===== config.mk =====
export PLATFORM = sky130hd
export DESIGN_NAME = tag_nesting_validator_top_flat
export DESIGN_NICKNAME = d
export VERILOG_FILES = /design/src/sv/tnv_pkg.sv /design/src/sv/tnv_if.sv /design/src/sv/tnv_stack_ram.sv /design/src/sv/tag_nesting_validator_top.sv /design/src/flat_wrapper.sv
export SDC_FILE = /design/constraint.sdc
export NUM_CORES = 2
export LEC_CHECK = 0
export BUFFER_PORTS_ARGS = -buffer_cell sky130_fd_sc_hd__clkbuf_2
export CAP_MARGIN = 10
export CORE_MARGIN = 1.5
export CORE_UTILIZATION = 45
export CTS_CLUSTER_SIZE = 40
export DETAILED_ROUTE_END_ITERATION = 10
export GPL_TIMING_DRIVEN = 0
export PLACE_DENSITY_LB_ADDON = 0.12
export SYNTH_ARGS = -nofsm -noshare
export SYNTH_HDL_FRONTEND = slang
export SYNTH_HIERARCHICAL = 1
export SYNTH_SLANG_ARGS = --single-unit

===== constraint.sdc =====
create_clock -name i_clk -period 6.98 [get_ports i_clk]
set_input_delay 0.349 -clock i_clk [delete_from_list [all_inputs] [get_ports i_clk]]
set_output_delay 0.349 -clock i_clk [all_outputs]
set_load 0.03 [all_outputs]

===== src/sv/tnv_pkg.sv =====
// Shared types and constants for the tag nesting validator.
// No dependencies; imported by the top level.
package tnv_pkg;

    typedef enum logic [2:0] {
        MODE_START  = 3'd0,
        MODE_TEXT   = 3'd1,
        MODE_LT     = 3'd2,
        MODE_NAME   = 3'd3,
        MODE_PREFIX = 3'd4,
        MODE_CDATA  = 3'd5
    } t_mode;

    typedef enum logic [1:0] {
        ST_PENDING  = 2'd0,
        ST_ACCEPTED = 2'd1,
        ST_REJECTED = 2'd2
    } t_status;

    localparam logic [7:0] CH_LT     = 8'h3C;
    localparam logic [7:0] CH_GT     = 8'h3E;
    localparam logic [7:0] CH_SLASH  = 8'h2F;
    localparam logic [7:0] CH_BANG   = 8'h21;
    localparam logic [7:0] CH_RBRACK = 8'h5D;
    localparam logic [7:0] CH_A      = 8'h41;
    localparam logic [7:0] CH_Z      = 8'h5A;

    // Length of the CDATA opener after "<!", i.e. "[CDATA[".
    localparam logic [2:0] PREFIX_LEN = 3'd7;

    function automatic logic [7:0] cdata_char(input logic [2:0] pos);
        logic [7:0] ch;
        case (pos)
            3'd0:    ch = 8'h5B;
            3'd1:    ch = 8'h43;
            3'd2:    ch = 8'h44;
            3'd3:    ch = 8'h41;
            3'd4:    ch = 8'h54;
            3'd5:    ch = 8'h41;
            3'd6:    ch = 8'h5B;
            default: ch = 8'h00;
        endcase
        return ch;
    endfunction

endpackage


===== src/sv/tnv_if.sv =====
// Valid/ready channel interfaces for the byte input and the status output.
// Depends on nothing but the port widths fixed by the block.
interface tnv_in_if;
    logic       valid;
    logic       ready;
    logic [7:0] char_byte;
    logic       last_char;

    modport source (output valid, output char_byte, output last_char, input ready);
    modport sink   (input valid, input char_byte, input last_char, output ready);
endinterface

interface tnv_out_if;
    logic       valid;
    logic       ready;
    logic [1:0] status;
    logic [6:0] nest_depth;

    modport source (output valid, output status, output nest_depth, input ready);
    modport sink   (input valid, input status, input nest_depth, output ready);
endinterface


===== src/sv/tnv_stack_ram.sv =====
// Tag name stack storage: one write port, one read port, registered read data.
// Standalone; instantiated by tag_nesting_validator_top.
module tnv_stack_ram #(
    parameter int DEPTH = 64,
    parameter int WIDTH = 45,
    parameter int AW    = 6
) (
    input  logic             i_clk,
    input  logic             i_wr_en,
    input  logic [AW-1:0]    i_wr_addr,
    input  logic [WIDTH-1:0] i_wr_data,
    input  logic             i_rd_en,
    input  logic [AW-1:0]    i_rd_addr,
    output logic [WIDTH-1:0] o_rd_data
);

    logic [WIDTH-1:0] r_mem [DEPTH];
    logic [WIDTH-1:0] r_rd_data;

    always_ff @(posedge i_clk) begin
        if (i_wr_en) begin
            r_mem[i_wr_addr] <= i_wr_data;
        end
    end

    always_ff @(posedge i_clk) begin
        if (i_rd_en) begin
            r_rd_data <= r_mem[i_rd_addr];
        end
    end

    assign o_rd_data = r_rd_data;

endmodule


===== src/sv/tag_nesting_validator_top.sv =====
// Tag nesting validator: checks a byte stream is one well-nested tag pair.
// Depends on tnv_pkg, tnv_in_if / tnv_out_if and tnv_stack_ram.
//
//  channel | dir | payload                  | request moves
//  i_in    | in  | char_byte[8], last_char  | one character
//  o_out   | out | status[2], nest_depth[7] | one status per character
//
// One character per cycle, and each accepted character's result is registered.
// The top of stack is held in a register; the RAM is read only after a pop to
// refetch the new top, and the shortest closing tag is long enough for that
// refetch through the RAM read register into the top register. Synchronous
// active-low reset clears all control state; the stack RAM needs no clearing.
// The input stalls only when the output register is full and not being drained.
module tag_nesting_validator_top #(
    parameter int STACK_DEPTH = 64,
    parameter int NAME_MAX    = 9
) (
    input  logic  i_clk,
    input  logic  i_rst_n,
    tnv_in_if.sink    i_in,
    tnv_out_if.source o_out
);
    import tnv_pkg::*;

    localparam int NW = 5 * NAME_MAX;
    localparam int LW = $clog2(NAME_MAX + 1);
    localparam int CW = $clog2(STACK_DEPTH + 1);
    localparam int AW = (STACK_DEPTH > 1) ? $clog2(STACK_DEPTH) : 1;

    logic [CW-1:0] r_count,    n_count;
    logic [NW-1:0] r_accum,    n_accum;
    logic [LW-1:0] r_len,      n_len;
    t_mode         r_mode,     n_mode;
    logic [2:0]    r_prefix,   n_prefix;
    logic [1:0]    r_brk,      n_brk;
    logic          r_closing,  n_closing;
    logic          r_failed,   n_failed;
    logic          r_outer,    n_outer;
    logic [NW-1:0] r_tos,      n_tos;
    logic          r_rd_pend,  n_rd_pend;
    logic          r_out_valid;
    t_status       r_out_status, n_status;
    logic [6:0]    r_out_depth,  n_depth;

    logic          w_acc;
    logic          w_pop;
    logic [7:0]    w_ch;
    logic          w_letter;
    logic [4:0]    w_code;
    logic          w_wr_en, w_rd_en;
    logic [AW-1:0] w_wr_addr, w_rd_addr;
    logic [NW-1:0] w_wr_data, w_rd_data;

    assign i_in.ready = !r_out_valid || o_out.ready;
    assign w_acc      = i_in.valid && i_in.ready;
    assign w_ch       = i_in.char_byte;
    assign w_letter   = (w_ch >= CH_A) && (w_ch <= CH_Z);
    assign w_code     = 5'(w_ch - 8'h40);

    tnv_stack_ram #(
        .DEPTH (STACK_DEPTH),
        .WIDTH (NW),
        .AW    (AW)
    ) u_stack (
        .i_clk     (i_clk),
        .i_wr_en   (w_wr_en),
        .i_wr_addr (w_wr_addr),
        .i_wr_data (w_wr_data),
        .i_rd_en   (w_rd_en),
        .i_rd_addr (w_rd_addr),
        .o_rd_data (w_rd_data)
    );

    always_comb begin
        n_count   = r_count;
        n_accum   = r_accum;
        n_len     = r_len;
        n_mode    = r_mode;
        n_prefix  = r_prefix;
        n_brk     = r_brk;
        n_closing = r_closing;
        n_failed  = r_failed;
        n_outer   = r_outer;
        n_tos     = r_rd_pend ? w_rd_data : r_tos;
        n_rd_pend = 1'b0;
        w_wr_en   = 1'b0;
        w_wr_addr = r_count[AW-1:0];
        w_wr_data = r_accum;
        w_rd_en   = 1'b0;
        w_rd_addr = AW'(r_count - CW'(2));
        w_pop     = 1'b0;
        n_status  = ST_PENDING;
        n_depth   = 7'(r_count);

        if (w_acc) begin
            if (!r_failed) begin
                if (r_outer) begin
                    n_failed = 1'b1;
                end else begin
                    case (r_mode)
                        MODE_START: begin
                            if (w_ch == CH_LT) n_mode = MODE_LT;
                            else               n_failed = 1'b1;
                        end
                        MODE_TEXT: begin
                            if (w_ch == CH_LT) n_mode = MODE_LT;
                        end
                        MODE_LT: begin
                            if (w_ch == CH_SLASH) begin
                                if (r_count == '0) begin
                                    n_failed = 1'b1;
                                end else begin
                                    n_closing = 1'b1;
                                    n_accum   = '0;
                                    n_len     = '0;
                                    n_mode    = MODE_NAME;
                                end
                            end else if (w_ch == CH_BANG) begin
                                if (r_count == '0) begin
                                    n_failed = 1'b1;
                                end else begin
                                    n_prefix = '0;
                                    n_mode   = MODE_PREFIX;
                                end
                            end else if (w_letter) begin
                                n_closing = 1'b0;
                                n_accum   = NW'(w_code);
                                n_len     = LW'(1);
                                n_mode    = MODE_NAME;
                            end else begin
                                n_failed = 1'b1;
                            end
                        end
                        MODE_NAME: begin
                            if (w_letter) begin
                                if (r_len >= LW'(NAME_MAX)) begin
                                    n_failed = 1'b1;
                                end else begin
                                    n_accum = (r_accum << 5) | NW'(w_code);
                                    n_len   = r_len + LW'(1);
                                end
                            end else if (w_ch == CH_GT) begin
                                if (r_len == '0) begin
                                    n_failed = 1'b1;
                                end else if (!r_closing) begin
                                    if (r_count >= CW'(STACK_DEPTH)) begin
                                        n_failed = 1'b1;
                                    end else begin
                                        w_wr_en = 1'b1;
                                        n_tos   = r_accum;
                                        n_count = r_count + CW'(1);
                                        n_mode  = MODE_TEXT;
                                    end
                                end else if (r_tos != r_accum) begin
                                    n_failed = 1'b1;
                                end else begin
                                    // Refetch the entry that becomes the new top.
                                    w_pop     = 1'b1;
                                    n_count   = r_count - CW'(1);
                                    w_rd_en   = (r_count > CW'(1));
                                    n_rd_pend = w_rd_en;
                                    n_outer   = (r_count == CW'(1));
                                    n_mode    = MODE_TEXT;
                                end
                            end else begin
                                n_failed = 1'b1;
                            end
                        end
                        MODE_PREFIX: begin
                            if (r_prefix < PREFIX_LEN && w_ch == cdata_char(r_prefix)) begin
                                n_prefix = r_prefix + 3'd1;
                                if (n_prefix == PREFIX_LEN) begin
                                    n_brk  = '0;
                                    n_mode = MODE_CDATA;
                                end
                            end else begin
                                n_failed = 1'b1;
                            end
                        end
                        MODE_CDATA: begin
                            if (w_ch == CH_RBRACK) begin
                                if (r_brk < 2'd2) n_brk = r_brk + 2'd1;
                            end else if (w_ch == CH_GT && r_brk == 2'd2) begin
                                n_brk  = '0;
                                n_mode = MODE_TEXT;
                            end else begin
                                n_brk = '0;
                            end
                        end
                        default: begin
                            n_failed = 1'b1;
                        end
                    endcase
                end
            end

            if (i_in.last_char) begin
                n_status = (!n_failed && n_outer) ? ST_ACCEPTED : ST_REJECTED;
            end else begin
                n_status = n_failed ? ST_REJECTED : ST_PENDING;
            end
            n_depth = 7'(n_count);

            // The string is over: return to the reset state.
            if (i_in.last_char) begin
                n_count   = '0;
                n_accum   = '0;
                n_len     = '0;
                n_mode    = MODE_START;
                n_prefix  = '0;
                n_brk     = '0;
                n_closing = 1'b0;
                n_failed  = 1'b0;
                n_outer   = 1'b0;
            end
        end
    end

    always_ff @(posedge i_clk) begin
        if (!i_rst_n) begin
            r_count     <= '0;
            r_accum     <= '0;
            r_len       <= '0;
            r_mode      <= MODE_START;
            r_prefix    <= '0;
            r_brk       <= '0;
            r_closing   <= 1'b0;
            r_failed    <= 1'b0;
            r_outer     <= 1'b0;
            r_rd_pend   <= 1'b0;
            r_out_valid <= 1'b0;
        end else begin
            r_count     <= n_count;
            r_accum     <= n_accum;
            r_len       <= n_len;
            r_mode      <= n_mode;
            r_prefix    <= n_prefix;
            r_brk       <= n_brk;
            r_closing   <= n_closing;
            r_failed    <= n_failed;
            r_outer     <= n_outer;
            r_rd_pend   <= n_rd_pend;
            if (w_acc) begin
                r_out_valid <= 1'b1;
            end else if (o_out.ready) begin
                r_out_valid <= 1'b0;
            end
        end
    end

    always_ff @(posedge i_clk) begin
        r_tos <= n_tos;
        if (w_acc) begin
            r_out_status <= n_status;
            r_out_depth  <= n_depth;
        end
    end

    assign o_out.valid      = r_out_valid;
    assign o_out.status     = r_out_status;
    assign o_out.nest_depth = r_out_depth;

`ifndef SYNTHESIS
    // A refetch of the top must land before the next pop compares against it.
    a_no_pop_during_refetch: assert property (@(posedge i_clk) disable iff (!i_rst_n)
        r_rd_pend |-> !w_pop)
        else $error("pop while top-of-stack refetch is pending");

    a_last_clears: assert property (@(posedge i_clk) disable iff (!i_rst_n)
        (w_acc && i_in.last_char) |=> (r_count == '0 && r_mode == MODE_START && !r_failed))
        else $error("state not cleared after last character");

    a_count_bound: assert property (@(posedge i_clk) disable iff (!i_rst_n)
        r_count <= CW'(STACK_DEPTH))
        else $error("stack count beyond depth");

    a_outer_empty: assert property (@(posedge i_clk) disable iff (!i_rst_n)
        r_outer |-> (r_count == '0))
        else $error("outer tag closed with tags still open");

    a_accept_only_last: assert property (@(posedge i_clk) disable iff (!i_rst_n)
        (w_acc && !i_in.last_char) |=> (r_out_status != ST_ACCEPTED))
        else $error("accepted status on a character that is not last");
`endif

endmodule

===== src/flat_wrapper.sv =====
// flat-port wrapper written by rule: the top's interface ports become plain ports
module tag_nesting_validator_top_flat import tnv_pkg::*;
#(
    parameter int STACK_DEPTH = 64,
    parameter int NAME_MAX    = 9
)
  (i_clk, i_rst_n, i_in_valid, i_in_char_byte, i_in_last_char, i_in_ready, o_out_valid, o_out_status, o_out_nest_depth, o_out_ready);
  tnv_in_if i_in_i ();
  tnv_out_if o_out_i ();
  input  logic i_clk;
  input  logic i_rst_n;
  input wire logic [$bits(i_in_i.valid)-1:0] i_in_valid;
  input wire logic [$bits(i_in_i.char_byte)-1:0] i_in_char_byte;
  input wire logic [$bits(i_in_i.last_char)-1:0] i_in_last_char;
  output wire logic [$bits(i_in_i.ready)-1:0] i_in_ready;
  output wire logic [$bits(o_out_i.valid)-1:0] o_out_valid;
  output wire logic [$bits(o_out_i.status)-1:0] o_out_status;
  output wire logic [$bits(o_out_i.nest_depth)-1:0] o_out_nest_depth;
  input wire logic [$bits(o_out_i.ready)-1:0] o_out_ready;
  assign i_in_i.valid = i_in_valid;
  assign i_in_i.char_byte = i_in_char_byte;
  assign i_in_i.last_char = i_in_last_char;
  assign i_in_ready = i_in_i.ready;
  assign o_out_valid = o_out_i.valid;
  assign o_out_status = o_out_i.status;
  assign o_out_nest_depth = o_out_i.nest_depth;
  assign o_out_i.ready = o_out_ready;
  tag_nesting_validator_top #(.STACK_DEPTH(STACK_DEPTH), .NAME_MAX(NAME_MAX)) u_core (.i_clk(i_clk), .i_rst_n(i_rst_n), .i_in(i_in_i), .o_out(o_out_i));
endmodule

==> results.sh <==
export IMPL_clock_latency_ns=0.98
export IMPL_layout_drive_gt1_share=0.262
export IMPL_grt_pass1_wl_mm=553
export IMPL_required_ns=7.60
export IMPL_p_int_uw=29200
export IMPL_core_area_um2=259000
export IMPL_min_path_type="in -> reg"
export IMPL_post_route_period_util=0.860
export IMPL_viasPerCell=6.60
export IMPL_fin_cells=9882
export IMPL_grt_max_degree=69
export IMPL_seq_area_frac_synth=0.770
export IMPL_initial_utilization=0.453
export IMPL_rsz0062_at_grt="no"
export IMPL_tightest_slew_ns=1.43
export IMPL_dieArea_um2=264000
export IMPL_crit_family="simple AND/OR/NAND/NOR gates"
export IMPL_cellLeakagePower_uw=0.0453
export IMPL_cts_tree="yes"
export IMPL_postLayoutCoreUtil=0.530
export IMPL_crit_fanout=16
export IMPL_pwr_share_clk=0.452
export IMPL_synth_compound_area_frac=0.0309
export IMPL_crit_path_end_kind="flop"
export IMPL_die_height_um=514
export IMPL_setup_viol=0
export IMPL_clk_pin_slew_ns=0.06
export IMPL_final_hold_violation_count=0
export IMPL_yosysTopAreaCellShare=0.750
export IMPL_first_pass_iters=6
export IMPL_rows=187
export IMPL_drt_iter0_markers=10558
export IMPL_htreeDepth=5
export IMPL_combPwrFrac=0.003
export IMPL_synth_area_leaders="edfxtp_1, mux4_2, dfxtp_1"
export IMPL_synth_fa_ha_area_frac=0.00160
export IMPL_syn_cell_area_um2=117000
export IMPL_crit_chain="inv_1 > ha_1 > or3b_2 > and4_2 > clkbuf_2 > and3_1 > buf_2 > nand3_2 > clkbuf_1 > inv_1 > buf_1 > nand4b_1 > nor2_4 > buf_12 > buf_12"
export IMPL_synth_net_count=5656
export IMPL_cp_slowest_stage_delay_ns=1.14
export IMPL_fill_cells=19926
export IMPL_overflow=0
export IMPL_synthXorXnorAreaFrac=0.00410
export IMPL_pwr_density_cell_nw_per_um2=264
export IMPL_io_pins=24
export IMPL_routedWlPerCell_um=42.1
export IMPL_area_growth_pct=17.2
export IMPL_path_buf_inv=8
export IMPL_synthSimpleGateAreaFrac=0.0321
export IMPL_finalSetupTns_ns=0
export IMPL_wirelength_mm=416
export IMPL_synth_top_family_by_area="multiplexers"
export IMPL_place_port_buffers=17
export IMPL_drcViolationCount=0
export IMPL_clock_path_buffers=4
export IMPL_synth_async_sr_flop_share=0
export IMPL_fin_crit_ns=6.00
export IMPL_status="complete, no violations"
export IMPL_stdcell_area_um2=138000
export IMPL_synth_warnings=6
export IMPL_p_switching_uw=7080
export IMPL_cts_sinks=3048
export IMPL_gr_usage_all_layers=0.314
export IMPL_synth_edff_count=2934
export IMPL_ant_nets=0
export IMPL_setup_worst_path_start_class="flop"
export IMPL_switching_share=0.195
export IMPL_final_setup_skew_ns=0.0534
export IMPL_die_x_um=514
export IMPL_max_freq_mhz=167
export IMPL_dp_final_hpwl_mm=282
export IMPL_maxSlewViolCount=0
export IMPL_max_slew_margin=0.0455
export IMPL_ys_seq_elements=3048
export IMPL_fin_nets=6268
export IMPL_ir_drop_mv=0.217
export IMPL_criticalPathCategory="reg -> reg"
export IMPL_seqPwrFrac=0.544
export IMPL_crit_slowest_cell="nor2_4"
export IMPL_multi_input_area_um2=25600
export IMPL_synthCells=5628
export IMPL_cts_inserted_buffers=333
export IMPL_via_count=65204
export IMPL_ys_types=84
export IMPL_dpl_instance_area_um2=128000
export IMPL_cts_resized=0
export IMPL_timing_critical_path_arrival_ns=6.62
export IMPL_postSynthAreaPerCell_um2=20.9
export IMPL_dpl_cell_count=9297
export IMPL_synth_mux_area_fraction=0.145
export IMPL_grt_pass1_vias=62782
export IMPL_maxCapViolations=0
export IMPL_root_buffer="clkbuf_16"
export IMPL_place_congestion=0.885
export IMPL_regArea_um2=90400
export IMPL_antenna_found_initial=16
export IMPL_synth_flop_cell="edfxtp_1"
export IMPL_yosysTopAreaCell="edfxtp_1"
[worst register-to-register path: stages (launching register included)]
cell and delay, ns:
dfxtp_1 0.39, inv_1 0.11, ha_1 0.23, or3b_2 0.20
and4_2 0.20, clkbuf_2 0.19, and3_1 0.19, buf_2 0.24
nand3_2 0.34, clkbuf_1 0.41, inv_1 0.24, buf_1 0.35
nand4b_1 0.84, nor2_4 1.15, buf_12 0.32, buf_12 0.24
[final timing paths]
path	from	endpoint	slack [ns]	depth (start not counted)
setup reg to reg	u_core/r_len[0]$_SDFFE_PN0P_	u_core/u_stack/r_mem[42][26]$_DFFE_PP_	0.98	15
hold / removal	i_in_last_char	u_core/r_accum[4]$_SDFFE_PN0P_	0.12	4
hold reg to reg	u_core/r_brk[0]$_SDFFE_PN0P_	u_core/r_brk[0]$_SDFFE_PN0P_	0.47	2
setup / recovery	u_core/r_len[0]$_SDFFE_PN0P_	u_core/u_stack/r_mem[42][26]$_DFFE_PP_	0.98	15
[flip-flops by register name, summed over array words and instances, names as in the netlist, 2 cells and up]
register                  flops
u_core/r_len                  4
u_core/u_stack/r_mem       2880
u_core/u_stack/o_rd_data     45
u_core/o_out.nest_depth       7
u_core/r_count                7
u_core/r_tos                 45
u_core/r_mode                 3
u_core/r_prefix               3
u_core/r_accum               45
u_core/r_brk                  2
u_core/o_out.status           2
[through the flow]
stage / power [uW] / hold WS (ns) / setup slack [ns]
floorplan: 20200 / 0.440 / 0.865
global placement: 20300 / 0.463 / -5.17
detailed placement: 20300 / 0.466 / 1.13
CTS: 36500 / 0.0385 / 1.10
global route: 37200 / 0.129 / 0.877
finish: 36300 / 0.117 / 0.980
[synth_stat cells (4+ instances only)]
master and instances:
nor2b_1 49, nand4_1 79, xor2_1 49, o211ai_1 4, nor3_1 13, nand2b_1 15
clkbuf_1 134, a211oi_1 40, nor2_1 173, xnor2_1 6, o22ai_1 76, nand3b_1 9
buf_2 112, a311oi_1 15, or3b_2 6, buf_1 31, o21ai_0 73, a31oi_1 13
ha_1 15, inv_1 21, edfxtp_1 2934, a22oi_1 124, nand4b_1 4, nor4_1 23
mux2i_1 206, nand2_1 163, nand3_1 135, o21a_1 4, a21oi_1 65, and3_1 43
buf_6 30, or2_2 8, mux4_2 665, or3_1 8, o221ai_1 72, buf_4 33
dfxtp_1 114
[placed cells by master, fill, tap and decap left out, types with 10 or more instances in the layout]
cell type      instances
and3_1                43
a211oi_1              40
buf_12               197
edfxtp_1            2934
buf_2                117
nand2_1              163
a311oi_1              15
o21ai_0               73
nor2b_1               49
buf_16                42
buf_4                 33
nor4_1                23
bufinv_16             15
o22ai_1               76
dfxtp_2               44
inv_1                 21
dfxtp_1               69
nor2_1               107
nand3_1              135
nand2b_1              15
nor2_4                65
diode_2               15
clkbuf_2              34
clkbuf_16            339
nand4_1               79
mux2i_1              206
nor3_1                13
a31oi_1               13
a22oi_1              124
dlygate4sd3_1         10
clkinv_1              61
clkinv_2              47
a21oi_1               65
buf_6                 35
clkbuf_1             206
ha_1                  15
o221ai_1              72
mux4_2               665
buf_1                 26
xor2_1                49
[metal layers]
metal	share of wire	up-vias	GRT usage
met3	0.11	850	0.0688
met4	0.056	6	0.149
met5	0.00010	-	0
met2	0.46	4190	0.491
met1	0.37	35330	0.422
li1	-	24828	-
[layout make-up]
type                    count  share of cell area
inverters                  21            0.000573
clock buffers             430              0.0644
diodes                     15            0.000273
clock inverters           130             0.00730
flip-flops and latches   3048               0.657
well taps                3402              0.0309
plain buffers             345              0.0134
multi-input cells        2214               0.186
repair buffers            277              0.0395
[power by group through the flow]
stage               Sequential [uW]  Clock [uW]  Combinational (uW)
floorplan                     20200           0                51.1
global placement              20200           0                88.4
detailed placement            20200           0                 108
CTS                           19800       16600                 112
global route                  19800       17300                 121
finish                        19800       16400                 114
[cell families after synthesis]
| kind of cell | after synthesis |
|---|---|
| muxes | 873 |
| AOI/OAI and AO/OA | 521 |
| adders and majority gates | 15 |
| xor gates and xnor gates | 55 |
| and+or+nand+nor | 750 |
| buffers and inverters | 366 |
| DFF | 3048 |
[timing repair]
action,CTS,global route
setup buffers,0,0
hold buffers,10,0
endpoints found under the setup margin,0,0
endpoints found under the hold margin,12,0
No activity file was read; power rests on OpenSTA's default activity.
